### src/design/tcc_pkg.sv
// tetrahedron circumcenter: shared widths, status codes and payload types
// no dependencies; imported by every module of the block
`timescale 1ns / 1ps
`default_nettype none

package tcc_pkg;

  localparam int COORD_WIDTH  = 32;
  localparam int THRESH_WIDTH = 49;
  localparam logic [THRESH_WIDTH-1:0] THRESH_RESET = THRESH_WIDTH'(1);

  // limb size of the split multipliers
  localparam int LIMB = 32;

  localparam int EW   = COORD_WIDTH + 1;   // edge vector component
  localparam int PW   = 2 * EW;            // edge product
  localparam int CW   = PW + 1;            // cross product component
  localparam int NRMW = PW + 2;            // squared edge length
  localparam int DW   = EW + CW + 2;       // orientation determinant
  localparam int DENW = DW + 1;            // 2 |det|
  localparam int PRW  = NRMW + CW;         // norm times cross component
  localparam int NUMW = PRW + 2;           // numerator
  localparam int MW   = NUMW + 2;          // rounded, sign-folded dividend
  localparam int QB   = COORD_WIDTH + 1;   // quotient bits before saturation

  localparam int QUEUE_DEPTH = 4;

  localparam logic [1:0] ST_OK        = 2'd0;
  localparam logic [1:0] ST_COPLANAR  = 2'd1;
  localparam logic [1:0] ST_SATURATED = 2'd2;

  typedef struct packed {
    logic signed [COORD_WIDTH-1:0] a_x;
    logic signed [COORD_WIDTH-1:0] a_y;
    logic signed [COORD_WIDTH-1:0] a_z;
    logic signed [COORD_WIDTH-1:0] b_x;
    logic signed [COORD_WIDTH-1:0] b_y;
    logic signed [COORD_WIDTH-1:0] b_z;
    logic signed [COORD_WIDTH-1:0] c_x;
    logic signed [COORD_WIDTH-1:0] c_y;
    logic signed [COORD_WIDTH-1:0] c_z;
    logic signed [COORD_WIDTH-1:0] d_x;
    logic signed [COORD_WIDTH-1:0] d_y;
    logic signed [COORD_WIDTH-1:0] d_z;
  } in_t;

  typedef struct packed {
    logic signed [COORD_WIDTH-1:0] center_x;
    logic signed [COORD_WIDTH-1:0] center_y;
    logic signed [COORD_WIDTH-1:0] center_z;
    logic [1:0]                    status;
  } out_t;

  // classified request handed from the front to the back
  typedef struct packed {
    logic [2:0][COORD_WIDTH-1:0] p0;     // first point
    logic [2:0][2:0][CW-1:0]     cr;     // v x w, w x u, u x v
    logic [2:0][NRMW-1:0]        nrm;    // |u|^2, |v|^2, |w|^2
    logic [DW-1:0]               absd;   // |det|
    logic                        det_neg;
    logic                        coplanar;
  } front_item_t;

endpackage

`default_nettype wire

### src/design/tcc_queue.sv
// small register queue between the front and back halves
// depends on tcc_pkg for nothing but the house import
`timescale 1ns / 1ps
`default_nettype none

module tcc_queue #(
  parameter int WIDTH = 8,
  parameter int DEPTH = 4
) (
  input  logic             clk,
  input  logic             rst,
  input  logic             push,
  input  logic [WIDTH-1:0] push_data,
  output logic             full,
  input  logic             pop,
  output logic [WIDTH-1:0] pop_data,
  output logic             empty
);
  import tcc_pkg::*;

  localparam int PTRW = (DEPTH > 1) ? $clog2(DEPTH) : 1;
  localparam int CNTW = $clog2(DEPTH + 1);

  logic [WIDTH-1:0] mem [DEPTH];
  logic [PTRW-1:0]  wr_ptr;
  logic [PTRW-1:0]  rd_ptr;
  logic [CNTW-1:0]  count;
  logic             push_ok;
  logic             pop_ok;

  assign full     = (count == CNTW'(DEPTH));
  assign empty    = (count == '0);
  assign push_ok  = push && !full;
  assign pop_ok   = pop && !empty;
  assign pop_data = mem[rd_ptr];

  always_ff @(posedge clk) begin
    if (push_ok) begin
      mem[wr_ptr] <= push_data;
    end
  end

  always_ff @(posedge clk) begin
    if (rst) begin
      wr_ptr <= '0;
      rd_ptr <= '0;
      count  <= '0;
    end else begin
      if (push_ok) begin
        wr_ptr <= (wr_ptr == PTRW'(DEPTH - 1)) ? '0 : wr_ptr + 1'b1;
      end
      if (pop_ok) begin
        rd_ptr <= (rd_ptr == PTRW'(DEPTH - 1)) ? '0 : rd_ptr + 1'b1;
      end
      count <= count + CNTW'(push_ok) - CNTW'(pop_ok);
    end
  end

endmodule

`default_nettype wire

### config.mk
export PLATFORM = sky130hd
export DESIGN_NAME = tcc_queue
export DESIGN_NICKNAME = d
export VERILOG_FILES = /design/src/design/tcc_pkg.sv /design/src/design/tcc_queue.sv
export SDC_FILE = /design/constraint.sdc
export NUM_CORES = 1
export LEC_CHECK = 0
export BUFFER_PORTS_ARGS = -buffer_cell sky130_fd_sc_hd__buf_4
export CORE_MARGIN = 3
export CORE_UTILIZATION = 35
export DETAILED_ROUTE_END_ITERATION = 8
export GPL_TIMING_DRIVEN = 0
export PLACE_DENSITY = 0.56
export SLEW_MARGIN = 20
export SYNTH_ARGS = -nofsm -noshare
export SYNTH_HDL_FRONTEND = slang
export SYNTH_SLANG_ARGS = --single-unit
### constraint.sdc
create_clock -name clk -period 3.6 [get_ports clk]
set_input_delay 0.72 -clock clk [delete_from_list [all_inputs] [get_ports clk]]
set_output_delay 0.72 -clock clk [all_outputs]
set_load 0.1 [all_outputs]
# Yosys cells after proc, flatten, opt, wreduce, memory -nomap -nowiden
# Memory sizes are Yosys's and may differ from the RTL's. A register that Yosys moved wholly into a read port is not among the register bits.
# Cells that the tools add are included.
# word_totals
register_bits	7
ram_bits	32
inputBits	12
wordCells	22
mem_count	1
# classes
n_addsub	4
eq_ne	3
muxes	6
n_reduce_logical	5
# mem_list
memory	depth	width	read_ports	rd_clocked_by_memory_dff	wr	line	rtl
mem	4	8	1	1	1	tcc_queue.sv:24	logic [WIDTH-1:0] mem [DEPTH];
# ops
cell	count
$mux W2	4
$add A2 B1 Y2 const B	2
$eq A2 B2 Y1 const B	2
$add A3 B1 Y3	1
$eq A3 B3 Y1 const B	1
$logic_not A3 Y1	1
$sub A3 B1 Y3	1
$logic_and A1 B1 Y1	2
$logic_not A1 Y1	2
$mux W1	2

# Longest topological paths before layout
# depth
depth_word	5
mapped_depth	11
ltp_nobuf	10

# Least setup slack after synthesis
# No wires, ideal clock.
# synth_path
path_kind	register to output
start	reg count[1]
end	out empty
t_arrival_ps	2407
t_required_ps	2880
setup_slack_ps	473
path_stages_with_launch	2
path_cell_list	dfxtp_1 nor3_1
# synth_via
elab_chain_len	1
# synth_lines
item	line	rtl
from (decl)	tcc_queue.sv:27	logic [CNTW-1:0] count;
from (signal assigned)	tcc_queue.sv:55	count <= count + CNTW'(push_ok) - CNTW'(pop_ok);
$logic_not A3 Y1	tcc_queue.sv:32	assign empty = (count == '0);
to (decl)	tcc_queue.sv:17	output logic empty
# Every way passes these cells.

==> impl_metrics.json <==
{
  "outcome": "complete, no violations",
  "yosysMostFrequentCell": "edfxtp_1",
  "r2r_cells": 11,
  "fin_total_pwr_mw": 1.65,
  "multi_input_area_um2": 447,
  "irDropWorstVdd_uv": 259,
  "wire_per_inst_um": 15.9,
  "ant_nets": 0,
  "grt_usage": 0.115,
  "start_kind": "flop",
  "syn_nets": 112,
  "die_w_um": 74.4,
  "yosys.area.top_type_share": 0.587,
  "via_per_inst": 4.83,
  "clk_pin_slew_ps": 80,
  "cts_setup_buffers": 0,
  "register_area_um2": 1140,
  "syn_to_final_growth_pct": 20.6,
  "cp_max_fo": 8,
  "dp_hpwl_um": 1920,
  "powerDensity_nw_per_um2": 835,
  "cap_violations": 0,
  "cts_tree": "built",
  "first_global_vias": 902,
  "grt-ovfl-total": 0,
  "gp_congestion": 0.656,
  "antenna_found_initial": 0,
  "placed_cells": 165,
  "fin_cells": 173,
  "initial_core_util": 0.369,
  "core_area_um2": 4440,
  "synth_area_leader_cell": "edfxtp_1",
  "criticalPathCategory": "reg -> out",
  "synth_edf_count": 32,
  "clk_path_buf_depth": 2,
  "finalSetupViolations": 0,
  "drtIter0Drc": 36,
  "hold_slack_ps": 520,
  "setup_tns_ps": 0,
  "grt_max_degree": 15,
  "antenna_cells": 0,
  "fp-row-count": 24,
  "critPathCaptureType": "output port",
  "synthesis.area_um2": 1640,
  "post_cts_resized": 0,
  "cts.htree.levels": 2,
  "synth_ff_type": "edfxtp_1",
  "finalNetCount": 140,
  "io_buffers": 21,
  "io_pins": 22,
  "place_area_um2": 1860,
  "clk_latency_ps": 290,
  "seq_area_frac_synth": 0.697,
  "crit_arrival_ps": 1700,
  "ys_top_cells_by_area": "edfxtp_1 59%, dfxtp_1 11%, mux4_2 11%, ha_1 5.3%, inv_1 1.8%",
  "hold_class": "reg -> reg",
  "cts_sinks": 41,
  "r2r_end": "count[2]",
  "postSynthAreaPerCell_um2": 17.8,
  "die_y_um": 74.4,
  "die_area_um2": 5540,
  "worstPathRequired_ps": 2880,
  "fin_skew_ps": 7.99,
  "grt_pass1_wl_um": 4370,
  "period_share": 0.673,
  "final_cell_area_um2": 1980,
  "reg2reg_from": "count[1]",
  "clock.fmax_mhz": 413,
  "cts_hold_buf": 0,
  "ff2ff_setup_slack_ps": 1240,
  "firstDrtPassIters": 4,
  "drc": 0,
  "rsz0062_at_grt": "no",
  "wl_um": 2750,
  "leakage_nw": 0.747,
  "async_reset_ff_frac": 0,
  "slew_headroom": 0.623,
  "ys_top_cells_by_count": "32 x edfxtp_1, 9 x dfxtp_1, 8 x inv_1, 8 x mux4_2, 7 x ha_1",
  "cts_root_buffer": "clkbuf_8",
  "vias": 836,
  "drive_gt1_frac": 0.347,
  "fillerInstances": 409,
  "hold_viol_final": 0,
  "cts_made_buffers": 5,
  "ys_seq_elements": 41,
  "finalCriticalPeriod_ps": 2420,
  "synth_cell_types": 25,
  "ys_warn_count": 0,
  "syn_inst": 92,
  "slew_viol_final": 0,
  "worstMarginPinSlew_ps": 565,
  "endpoint": "pop_data[3]"
}
report_power, final:
group / leakage, nW / internal, mW / switching, mW
registers: 0.367 / 0.577 / 0.0284
clock network: 0.0543 / 0.207 / 0.160
logic: 0.325 / 0.190 / 0.488
total: 0.747 / 0.974 / 0.676
flip-flops by register name, indices dropped and copies added (netlist names), named ones only:
name    cells
count       3
mem        32
rd_ptr      2
wr_ptr      2
metal layers:
layer / global-route usage / up-vias / wire length [µm]
met4: 0.0415 / 0 / 13
li1: - / 400 / -
met2: 0.202 / 15 / 1530
met5: 0 / - / 0
met3: 0.0459 / 2 / 107
met1: 0.124 / 419 / 1100
how the worst min path moves through the flow:
stage / from / end / slack [ps] / depth (start not counted)
after floorplan: rd_ptr[0] / flop / 460 / 2
after global placement: rd_ptr[0] / flop / 470 / 2
after detailed placement: rd_ptr[0] / rd_ptr[0] / 510 / 2
after CTS: rd_ptr[0] / rd_ptr[0] / 520 / 2
after global routing: rd_ptr[0] / rd_ptr[0] / 540 / 2
final: rd_ptr[0] / rd_ptr[0] / 520 / 2
cell type report:
cell class,instances,share of cell area
clock inverters,3,0.0234
flip-flops and latches,41,0.578
well taps,52,0.0329
multi-input cells,40,0.226
repair buffers,21,0.0798
plain buffers,3,0.0101
clock buffers,5,0.0348
inverters,8,0.0152
cells by family after synthesis:
logic type | after synthesis | share of synthesized area
xor+xnor | 2 | 0.0107
fa+ha+maj | 8 | 0.0657
buf+inv | 11 | 0.0306
compound gates | 5 | 0.0229
mux | 9 | 0.116
flops | 41 | 0.697
simple gates | 16 | 0.0573
cells in the final DEF, fill, tap and decap left out, drive strengths merged:
cell / synthesis / final
a21o: 1 / 1
a21oi: 2 / 2
and2: 1 / 1
and3: 4 / 4
buf: 3 / 24
bufinv: 0 / 1
clkbuf: 0 / 5
clkinv: 0 / 1
clkinvlp: 0 / 1
dfxtp: 9 / 9
edfxtp: 32 / 32
fa: 1 / 1
ha: 7 / 7
inv: 8 / 8
mux2i: 1 / 1
mux4: 8 / 8
nand2: 1 / 1
nand3: 2 / 2
nor2: 2 / 2
nor2b: 2 / 2
nor3: 2 / 2
o31ai: 2 / 2
or3: 1 / 1
or3b: 1 / 1
xnor2: 2 / 2
metrics by stage:
step                 util  worst slack, ps
finish              0.445             1180
global route        0.445             1010
CTS                 0.445             1130
detailed placement  0.419             1110
global placement    0.419             1200
floorplan               -              473
worst max-delay path, cell delays in order, from the launching register on:
cell and delay, ps:
dfxtp_1 310, buf_1 440, mux4_2 400, buf_4 250
No activity file was read; power rests on OpenSTA's default activity.
